`config.mk`:
```
export PLATFORM = sky130hd
export DESIGN_NAME = msb_first_bit_field_reader_unit
export DESIGN_NICKNAME = d
export VERILOG_FILES = /design/src/rtl/mbfr_pkg.sv /design/src/rtl/mbfr_front.sv /design/src/rtl/mbfr_queue.sv /design/src/rtl/mbfr_back.sv /design/src/rtl/msb_first_bit_field_reader_unit.sv
export SDC_FILE = /design/constraint.sdc
export NUM_CORES = 1
export LEC_CHECK = 0
export BUFFER_PORTS_ARGS = -buffer_cell sky130_fd_sc_hd__buf_2
export CORE_UTILIZATION = 63
export DETAILED_ROUTE_END_ITERATION = 8
export GPL_TIMING_DRIVEN = 0
export PLACE_DENSITY_LB_ADDON = 0.08
export SLEW_MARGIN = 15
export SYNTH_ARGS = -nofsm -noshare
export SYNTH_HDL_FRONTEND = slang
export SYNTH_SLANG_ARGS = --single-unit
```
`constraint.sdc`:
```
create_clock -name clk -period 6.35 [get_ports clk]
set_input_delay 1.27 -clock clk [delete_from_list [all_inputs] [get_ports clk]]
set_output_delay 1.27 -clock clk [all_outputs]
set_load 0.02 [all_outputs]
```
`src/rtl/mbfr_pkg.sv`:
```
`timescale 1ns / 1ps
package mbfr_pkg;

  localparam int STORE_BITS     = 64;
  localparam int MAX_FIELD_BITS = 32;
  localparam int HELD_W         = $clog2(STORE_BITS + 1);

  localparam int REQ_W    = 2;
  localparam int BYTE_W   = 8;
  localparam int COUNT_W  = 6;
  localparam int FIELD_W  = 32;
  localparam int FIDX_W   = $clog2(FIELD_W);
  localparam int STATUS_W = 2;
  localparam int LEFT_W   = 7;

  localparam int IN_TDATA_W  = 16;
  localparam int OUT_TDATA_W = 48;

  localparam int QUEUE_DEPTH = 4;
  localparam int QPTR_W      = $clog2(QUEUE_DEPTH);
  localparam int QCNT_W      = $clog2(QUEUE_DEPTH + 1);

  localparam logic [REQ_W-1:0] REQ_PUSH  = 2'd0;
  localparam logic [REQ_W-1:0] REQ_READ  = 2'd1;
  localparam logic [REQ_W-1:0] REQ_ALIGN = 2'd2;

  localparam logic [1:0] OP_PUSH  = 2'd0;
  localparam logic [1:0] OP_READ  = 2'd1;
  localparam logic [1:0] OP_ALIGN = 2'd2;
  localparam logic [1:0] OP_NOP   = 2'd3;

  localparam logic [STATUS_W-1:0] ST_OK    = 2'd0;
  localparam logic [STATUS_W-1:0] ST_SHORT = 2'd1;
  localparam logic [STATUS_W-1:0] ST_FULL  = 2'd2;

  typedef struct packed {
    logic [1:0]         op;
    logic [BYTE_W-1:0]  data;
    logic [COUNT_W-1:0] count;
    logic               sext;
  } cmd_t;

  function automatic logic [STORE_BITS-1:0] low_mask(input logic [HELD_W-1:0] k);
    logic [STORE_BITS-1:0] m;
    for (int i = 0; i < STORE_BITS; i++) begin
      m[i] = (HELD_W'(i) < k);
    end
    return m;
  endfunction

endpackage

```
`src/rtl/mbfr_front.sv`:
```
`timescale 1ns / 1ps
module mbfr_front (
  input  logic                             in_tvalid,
  output logic                             in_tready,
  input  logic [mbfr_pkg::IN_TDATA_W-1:0]  in_tdata,
  input  logic [mbfr_pkg::REQ_W-1:0]       in_tuser,
  input  logic                             q_full,
  output logic                             q_push,
  output mbfr_pkg::cmd_t                   q_cmd
);

  logic [mbfr_pkg::BYTE_W-1:0]  byte_in;
  logic [mbfr_pkg::COUNT_W-1:0] bit_count;
  logic                         sign_extend;

  assign byte_in     = in_tdata[mbfr_pkg::BYTE_W-1:0];
  assign bit_count   = in_tdata[mbfr_pkg::BYTE_W +: mbfr_pkg::COUNT_W];
  assign sign_extend = in_tdata[mbfr_pkg::BYTE_W + mbfr_pkg::COUNT_W];

  assign in_tready = !q_full;
  assign q_push    = in_tvalid && !q_full;

  always_comb begin
    q_cmd.data = byte_in;
    q_cmd.sext = sign_extend;
    if (bit_count > mbfr_pkg::COUNT_W'(mbfr_pkg::MAX_FIELD_BITS)) begin
      q_cmd.count = mbfr_pkg::COUNT_W'(mbfr_pkg::MAX_FIELD_BITS);
    end else begin
      q_cmd.count = bit_count;
    end
    case (in_tuser)
      mbfr_pkg::REQ_PUSH:  q_cmd.op = mbfr_pkg::OP_PUSH;
      mbfr_pkg::REQ_READ:  q_cmd.op = mbfr_pkg::OP_READ;
      mbfr_pkg::REQ_ALIGN: q_cmd.op = mbfr_pkg::OP_ALIGN;
      default:             q_cmd.op = mbfr_pkg::OP_NOP;
    endcase
  end

endmodule

```
`src/rtl/mbfr_queue.sv`:
```
`timescale 1ns / 1ps
module mbfr_queue (
  input  logic           clk,
  input  logic           rst_n,
  input  logic           push,
  input  mbfr_pkg::cmd_t push_cmd,
  output logic           full,
  input  logic           pop,
  output logic           head_valid,
  output mbfr_pkg::cmd_t head_cmd
);

  mbfr_pkg::cmd_t                  slot_r [mbfr_pkg::QUEUE_DEPTH];
  logic [mbfr_pkg::QPTR_W-1:0]     wr_ptr_r, wr_ptr_nxt;
  logic [mbfr_pkg::QPTR_W-1:0]     rd_ptr_r, rd_ptr_nxt;
  logic [mbfr_pkg::QCNT_W-1:0]     count_r, count_nxt;
  logic                            do_push, do_pop;

  assign full       = (count_r == mbfr_pkg::QCNT_W'(mbfr_pkg::QUEUE_DEPTH));
  assign head_valid = (count_r != '0);
  assign head_cmd   = slot_r[rd_ptr_r];
  assign do_push    = push && !full;
  assign do_pop     = pop && head_valid;

  always_comb begin
    wr_ptr_nxt = do_push ? wr_ptr_r + 1'b1 : wr_ptr_r;
    rd_ptr_nxt = do_pop ? rd_ptr_r + 1'b1 : rd_ptr_r;
    count_nxt  = count_r;
    if (do_push && !do_pop) begin
      count_nxt = count_r + 1'b1;
    end else if (do_pop && !do_push) begin
      count_nxt = count_r - 1'b1;
    end
  end

  always_ff @(posedge clk) begin
    if (!rst_n) begin
      wr_ptr_r <= '0;
      rd_ptr_r <= '0;
      count_r  <= '0;
    end else begin
      wr_ptr_r <= wr_ptr_nxt;
      rd_ptr_r <= rd_ptr_nxt;
      count_r  <= count_nxt;
    end
  end

  always_ff @(posedge clk) begin
    if (do_push) begin
      slot_r[wr_ptr_r] <= push_cmd;
    end
  end

endmodule

```
`src/rtl/mbfr_back.sv`:
```
`timescale 1ns / 1ps
module mbfr_back (
  input  logic                              clk,
  input  logic                              rst_n,
  input  logic                              head_valid,
  input  mbfr_pkg::cmd_t                    head_cmd,
  output logic                              pop,
  output logic                              out_tvalid,
  input  logic                              out_tready,
  output logic [mbfr_pkg::OUT_TDATA_W-1:0]  out_tdata
);

  logic [mbfr_pkg::STORE_BITS-1:0] store_r, store_nxt;
  logic [mbfr_pkg::HELD_W-1:0]     held_r, held_nxt;
  logic                            out_valid_r;
  logic [mbfr_pkg::FIELD_W-1:0]    value_r, value_nxt;
  logic [mbfr_pkg::STATUS_W-1:0]   status_r, status_nxt;

  logic [mbfr_pkg::HELD_W-1:0]     n_ext;
  logic [mbfr_pkg::HELD_W-1:0]     rest;
  logic [mbfr_pkg::HELD_W-1:0]     aligned;
  logic [mbfr_pkg::STORE_BITS-1:0] shifted;
  logic [mbfr_pkg::STORE_BITS-1:0] n_mask;
  logic [mbfr_pkg::FIELD_W-1:0]    raw;
  logic [mbfr_pkg::COUNT_W-1:0]    n_m1;
  logic                            sign_bit;

  assign pop = head_valid && (!out_valid_r || out_tready);

  always_comb begin
    n_ext    = mbfr_pkg::HELD_W'(head_cmd.count);
    rest     = held_r - n_ext;
    aligned  = {held_r[mbfr_pkg::HELD_W-1:3], 3'b000};
    shifted  = store_r >> rest;
    n_mask   = mbfr_pkg::low_mask(n_ext);
    raw      = shifted[mbfr_pkg::FIELD_W-1:0] & n_mask[mbfr_pkg::FIELD_W-1:0];
    n_m1     = head_cmd.count - 1'b1;
    sign_bit = raw[n_m1[mbfr_pkg::FIDX_W-1:0]];

    store_nxt  = store_r;
    held_nxt   = held_r;
    value_nxt  = '0;
    status_nxt = mbfr_pkg::ST_OK;
    case (head_cmd.op)
      mbfr_pkg::OP_PUSH: begin
        if (held_r > mbfr_pkg::HELD_W'(mbfr_pkg::STORE_BITS - mbfr_pkg::BYTE_W)) begin
          status_nxt = mbfr_pkg::ST_FULL;
        end else begin
          store_nxt = {store_r[mbfr_pkg::STORE_BITS-mbfr_pkg::BYTE_W-1:0], head_cmd.data};
          held_nxt  = held_r + mbfr_pkg::HELD_W'(mbfr_pkg::BYTE_W);
        end
      end
      mbfr_pkg::OP_READ: begin
        if (n_ext > held_r) begin
          status_nxt = mbfr_pkg::ST_SHORT;
        end else begin
          value_nxt = raw;
          if (head_cmd.sext && (head_cmd.count != '0) && sign_bit) begin
            value_nxt = raw | ~n_mask[mbfr_pkg::FIELD_W-1:0];
          end
          held_nxt  = rest;
          store_nxt = store_r & mbfr_pkg::low_mask(rest);
        end
      end
      mbfr_pkg::OP_ALIGN: begin
        held_nxt  = aligned;
        store_nxt = store_r & mbfr_pkg::low_mask(aligned);
      end
      default: begin
      end
    endcase
  end

  always_ff @(posedge clk) begin
    if (!rst_n) begin
      store_r     <= '0;
      held_r      <= '0;
      out_valid_r <= 1'b0;
    end else begin
      if (pop) begin
        store_r     <= store_nxt;
        held_r      <= held_nxt;
        out_valid_r <= 1'b1;
      end else if (out_tready) begin
        out_valid_r <= 1'b0;
      end
    end
  end

  always_ff @(posedge clk) begin
    if (pop) begin
      value_r  <= value_nxt;
      status_r <= status_nxt;
    end
  end

  assign out_tvalid = out_valid_r;
  assign out_tdata  = {
    (mbfr_pkg::OUT_TDATA_W - mbfr_pkg::FIELD_W - mbfr_pkg::STATUS_W - mbfr_pkg::LEFT_W)'(0),
    mbfr_pkg::LEFT_W'(held_r),
    status_r,
    value_r
  };

endmodule

```
`src/rtl/msb_first_bit_field_reader_unit.sv`:
```
`timescale 1ns / 1ps
// channel | ports                      | tdata / tuser fields (lowest bit up)
// in      | in_tvalid in_tready ...    | tuser: req_type[1:0]
//         |                            | tdata: byte_in[7:0] bit_count[13:8] sign_extend[14]
// out     | out_tvalid out_tready ...  | tdata: field_value[31:0] status[33:32]
//         |                            |        bits_left[40:34]
// One transfer per cycle in each direction when neither side stalls; the queue
// stores a request at its input transfer, and the back end pops it from the
// queue head once its output register is free and registers the result there.
// Reset (rst_n low, synchronous) empties the queue and the bit store.
// An output stall holds the result and fills the queue; in_tready drops when
// the queue is full.
module msb_first_bit_field_reader_unit (
  input  logic                              clk,
  input  logic                              rst_n,
  input  logic                              in_tvalid,
  output logic                              in_tready,
  input  logic [mbfr_pkg::IN_TDATA_W-1:0]   in_tdata,   // byte_in, bit_count, sign_extend
  input  logic [mbfr_pkg::REQ_W-1:0]        in_tuser,   // req_type
  output logic                              out_tvalid,
  input  logic                              out_tready,
  output logic [mbfr_pkg::OUT_TDATA_W-1:0]  out_tdata   // field_value, status, bits_left
);

  logic           q_push;
  logic           q_full;
  logic           q_pop;
  logic           q_valid;
  mbfr_pkg::cmd_t push_cmd;
  mbfr_pkg::cmd_t head_cmd;

  mbfr_front u_front (
    .in_tvalid (in_tvalid),
    .in_tready (in_tready),
    .in_tdata  (in_tdata),
    .in_tuser  (in_tuser),
    .q_full    (q_full),
    .q_push    (q_push),
    .q_cmd     (push_cmd)
  );

  mbfr_queue u_queue (
    .clk        (clk),
    .rst_n      (rst_n),
    .push       (q_push),
    .push_cmd   (push_cmd),
    .full       (q_full),
    .pop        (q_pop),
    .head_valid (q_valid),
    .head_cmd   (head_cmd)
  );

  mbfr_back u_back (
    .clk        (clk),
    .rst_n      (rst_n),
    .head_valid (q_valid),
    .head_cmd   (head_cmd),
    .pop        (q_pop),
    .out_tvalid (out_tvalid),
    .out_tready (out_tready),
    .out_tdata  (out_tdata)
  );

  a_full_no_value: assert property (@(posedge clk) disable iff (!rst_n)
    out_tvalid && (out_tdata[33:32] == mbfr_pkg::ST_FULL) |-> (out_tdata[31:0] == '0))
    else $error("store-full result carries a nonzero field");

  a_short_no_value: assert property (@(posedge clk) disable iff (!rst_n)
    out_tvalid && (out_tdata[33:32] == mbfr_pkg::ST_SHORT) |-> (out_tdata[31:0] == '0))
    else $error("short read result carries a nonzero field");

  a_left_in_range: assert property (@(posedge clk) disable iff (!rst_n)
    out_tvalid |-> (out_tdata[40:34] <= mbfr_pkg::LEFT_W'(mbfr_pkg::STORE_BITS)))
    else $error("bits_left above store size");

  a_pop_needs_slot: assert property (@(posedge clk) disable iff (!rst_n)
    q_pop |-> q_valid && (!out_tvalid || out_tready))
    else $error("back end took a request without a free output slot");

endmodule
```
# Word level (Yosys, flattened, before mapping)
# Memories as Yosys holds them, arrays and structs flattened. A register that Yosys moved wholly into a read port is not among the register bits.
# Index checks and enable logic that the tools add are counted.
# classes
add_sub_neg	7
n_lt_le_gt_ge	164
n_eq_ne	7
n_shift	1
muxes	22
n_bitwise	7
n_reduce_logical	24
# ops
operator	count
less-than comparator 6 x 7 -> 1 bit, first input constant	64
less-than comparator 5 x 7 -> 1 bit, first input constant	32
case mux 64 bit (3 select lines)	1
AND 64 bit	2
2-to-1 mux 64 bit	2
less-than comparator 4 x 7 -> 1 bit, first input constant	16
less-than comparator 5 x 6 -> 1 bit, first input constant	16
>> shifter 64 x 7 -> 32 bit	1
less-than comparator 3 x 7 -> 1 bit, first input constant	8
less-than comparator 4 x 6 -> 1 bit, first input constant	8
AND 32 bit	1
2-to-1 mux 32 bit	1
inverter 32 bit	1
OR 32 bit	1
less-than comparator 1 x 7 -> 1 bit, first input constant	4
less-than comparator 2 x 7 -> 1 bit, first input constant	4
less-than comparator 3 x 6 -> 1 bit, first input constant	4
case mux 7 bit (3 select lines)	1
2-to-1 mux 7 bit	2
less-than comparator 1 x 6 -> 1 bit, first input constant	2
less-than comparator 2 x 6 -> 1 bit, first input constant	2
logical AND 1 bit	8
adder 7 x 4 -> 7 bit, second input constant	1
> comparator 6 x 7 -> 1 bit	1
other kinds (29)	49
# word_totals
reg_bits	113
ramBits	68
input_bits	22
output_inout_bits	50
wordCells	242
memories	1
# mem_list
name	words	width	rd	rd_clocked_by_memory_dff	write_ports	line	source
u_queue.slot_r	4	17	1	1	1	mbfr_queue.sv:13	mbfr_pkg::cmd_t slot_r [mbfr_pkg::QUEUE_DEPTH];

# Depth between registers and ports, before layout
# logic_depth
ltp_word	8
mapped_depth	22

# Modules after synthesis
# A second synthesis with hierarchy kept.
# unflattened
hier_cells	1392
area_unflattened_um2	13077.5
# modules_own_cells
mod	instances	cells_per_inst	area_each_um2
mbfr_back	1	1236	9989.6
mbfr_queue	1	137	2967.8
mbfr_front	1	19	120.1

# Least setup slack after synthesis
# Ideal clock, no wire load.
# synth_path
path_kind	input -> register
startpoint	in out_tready
endpoint	reg u_back.store_r[48] (netlist bit)
arrival_ns	5.352
slack_ns	0.927
stages	11
path_buffers	3
cell_sequence	inv_1 > a21oi_1 > inv_1 > or3_1 > or2_2 > buf_1 > nor2_1 > clkbuf_1 > buf_1 > nand2_1 > a21oi_1
# synth_via
elab_chain_len	3
# synth_rtl
item	line	source
start, declared	msb_first_bit_field_reader_unit.sv:21	input logic out_tready,
logical OR 1 bit	mbfr_back.sv:28	assign pop = head_valid && (!out_valid_r || out_tready);
logical AND 1 bit	mbfr_back.sv:28	
net q_pop	msb_first_bit_field_reader_unit.sv:27	logic q_pop;
AND reduction 4 bit (no line)	--	
end signal, assigned	mbfr_back.sv:81	store_r <= store_nxt;
end, declared	mbfr_back.sv:13	logic [mbfr_pkg::STORE_BITS-1:0] store_r, store_nxt;
# The timed path passes the listed nets, and every way through them passes these cells.
# A chain may end at the register's enable or synchronous reset.

==> results.toml <==
[layout]
final_util_pct = 72.3
diodes = 0
drive_above_1_share_pct = 21.1
syn_to_final_growth_pct = 11.3
nNetsFinal = 1532
nFillCells = 1519

[grt]
track_usage_pct = 44.9
grt_pass1_vias = 12400
overflow = 0
antenna_found_initial = 2
grt_pass1_wl_mm = 72.9
grt_max_degree = 29

[detailed_routing]
firstDrtPassIters = 9
wl_met3_mm = 7.46
drt_iter0_drc = 2092
wirelength_mm = 48.4
top_layer_used = "met4"
drc = 1
via_per_inst = 7.35
wl_met2_mm = 20.4
wl_met1_mm = 17.8
ant_nets = 0
wire_per_inst_um = 27.4
vias = 13000

[worst_setup_path]
worstSetupEndpointType = "flip-flop"
cp_max_fo = 10
worst_ep_required_time_ns = 6.57
critPathArrivalTime_ns = 6.42
path_class = "reg2reg"
cp-start-kind = "flip-flop"

[sta]
clock_skew_ns = 0.0207
fin_setup_tns_ns = 0
timing.final.hold_violations = 0
max_freq_mhz = 161
relSlewSlack_pct = 22.1
final-setup-viol-count = 0
maxSlewViolCount = 0
min_period_over_period_pct = 97.6
tightest_slew_ns = 1.16
fin_crit_ns = 6.20

[clocking]
cts.path.max_buffers = 2
clk_pin_slew_worst_paths_ns = 0.08
cts_tree = "done"
clock-sinks = 183
numCtsBuffers = 17
cts-hold-fix-buffers = 0
h-tree-depth = 4
clkLatencyLatePin_ns = 0.45
cts_root_buf = "clkbuf_16"

[floorplanning]
dieHeight_um = 147
die-area_mm2 = 0.0217
num_io_pins = 72
coreArea_mm2 = 0.0205
die_x_um = 147
initial_utilization_pct = 64.9
num_rows = 52

[logic_synthesis]
synthMuxAreaShare_pct = 25.0
ys_warn_count = 0
ys_ff_latch = 183
async_flop_share_pct = 0
synth_area_per_cell_um2 = 9.56
synthAdderAreaFrac_pct = 2.61
syn-cell-area_mm2 = 0.0133
ys_types = 80
ys.flop_type = "edfxtp_1"
synth_xor_area_share_pct = 1.31
synth_edf_count = 102
yosys.area_share.simple_pct = 13.7
ys_seq_area_share_pct = 35.2
netlist_instances = 1391
synth_compound_area_share_pct = 17.7
synth_top_family_by_area = "multiplexers"

[placed_design]
hpwl_mm = 36.2
io_buffers = 61
gp_routability_congestion = 1.05

[run_status]
status = "finished with violations"
violations = "DRC"

[flow_run]
max_cap_viol_count = 0

[min_path]
hold_path.class = "reg2reg"
worst max-delay path, cell delays in order (launching register included):
cell	delay [ns]
dfxtp_1	0.31
buf_2	0.25
mux4_2	0.57
clkbuf_1	0.28
inv_1	0.17
ha_1	0.37
or2_1	0.30
o311a_1	0.15
o31ai_1	0.93
nand3_1	0.53
o32ai_1	0.59
a221o_1	0.28
nand4_1	0.18
a311oi_2	0.36
nor4_4	0.09
buf_4	0.21
a211oi_1	0.40
cells in the mapped netlist, types with 12 or more instances:
master | number | area share, %
a21oi_1 | 120 | 4.5
buf_4 | 12 | 0.68
nor2b_1 | 20 | 0.94
o22ai_1 | 14 | 0.66
buf_2 | 25 | 0.94
mux4_2 | 56 | 9.5
mux2i_1 | 117 | 8.8
ha_1 | 23 | 2.2
inv_1 | 30 | 0.85
nor2_1 | 109 | 3.1
dfxtp_1 | 81 | 12
a22oi_1 | 35 | 2.0
mux2_2 | 79 | 6.7
a211oi_1 | 12 | 0.68
nand2_1 | 141 | 4.0
edfxtp_1 | 102 | 23
clkbuf_1 | 58 | 1.6
nand3_1 | 28 | 1.1
nor3_1 | 26 | 0.98
o21ai_0 | 101 | 3.8
path summary, 6_finish.rpt:
check | startpoint | to | slack (ns) | cells after the start
max | flip-flop | u_back.value_r[22] | 0.15 | 16
min reg2reg | u_back.out_tvalid | u_back.out_tvalid | 0.50 | 2
max reg2reg | flip-flop | u_back.value_r[22] | 0.15 | 16
min | u_back.out_tvalid | u_back.out_tvalid | 0.50 | 2
layout make-up:
class	instances	area, µm²	area share (%)
buffer	103	503	3.40
clock buffer	18	429	2.90
clock inverter	14	175	1.18
inverter	32	120	0.811
multi-input combinational	1077	8160	55.1
sequential	183	4690	31.6
tap	270	338	2.28
timing repair buffer	70	405	2.74
cell families (layout without fill, tap and decap cells):
group | count (synthesis) | in the layout
simple gates | 397 | 397
compound gates | 382 | 382
mux | 252 | 252
flops | 183 | 183
buf+inv | 137 | 237
fa+ha+maj | 26 | 26
xor+xnor | 13 | 13
other cells | 1 | 7
per-stage QoR:
| step | hold WS (ns) | setup slack, ns | cell area [µm²] | std cells |
|---|---|---|---|---|
| 6_report | 0.498 | 0.150 | 14800 | 1767 |
| 5_1_grt | 0.535 | -0.000653 | 14800 | 1767 |
| 4_1_cts | 0.494 | 0.0305 | 14700 | 1760 |
| 3_5_place_dp | 0.488 | -0.711 | 14000 | 1729 |
| 3_3_place_gp | 0.452 | -1.12 | 14000 | 1728 |
| 2_1_floorplan | 0.446 | 0.927 | 13300 | 1397 |
timing repair:
| item | CTS | global route |
|---|---|---|
| hold endpoints to repair | 0 | 0 |
| setup buffers | 0 | 8 |
| resized for setup | 12 | 26 |
| pin swaps | 0 | 1 |
| endpoints found under the setup margin | 31 | 61 |
| cloned | 0 | 0 |
state kept, by name (all words and copies together) (netlist names), named ones only:
register,flops
u_back.held_r,7
u_back.out_tvalid,1
u_back.status_r,2
u_back.store_r,64
u_back.value_r,32
u_queue.count_r,3
u_queue.rd_ptr_r,2
u_queue.slot_r,68
u_queue.wr_ptr_r,2
cell usage in the layout (no fill, tap or decap), types with 13 or more instances in the layout:
cell / n
edfxtp_1: 102
nor2_1: 108
o22ai_1: 13
mux2_2: 78
clkbuf_16: 17
dfxtp_1: 80
a21oi_1: 118
nor2b_1: 20
mux4_2: 56
clkbuf_1: 52
nand2_1: 141
buf_4: 23
o21ai_0: 101
a22oi_1: 35
nor3_1: 25
ha_1: 23
buf_2: 78
inv_1: 30
mux2i_1: 116
nand3_1: 28
layer usage:
metal | vias up | track usage (%)
li1 | 5419 | -
met1 | 6146 | 60.0
met2 | 1166 | 65.8
met3 | 249 | 15.2
met4 | 0 | 21.0
met5 | - | 0
Power is left out: the tool's default activity adds up to more than one toggle a clock period on the data nets, which glitch-free logic cannot reach.
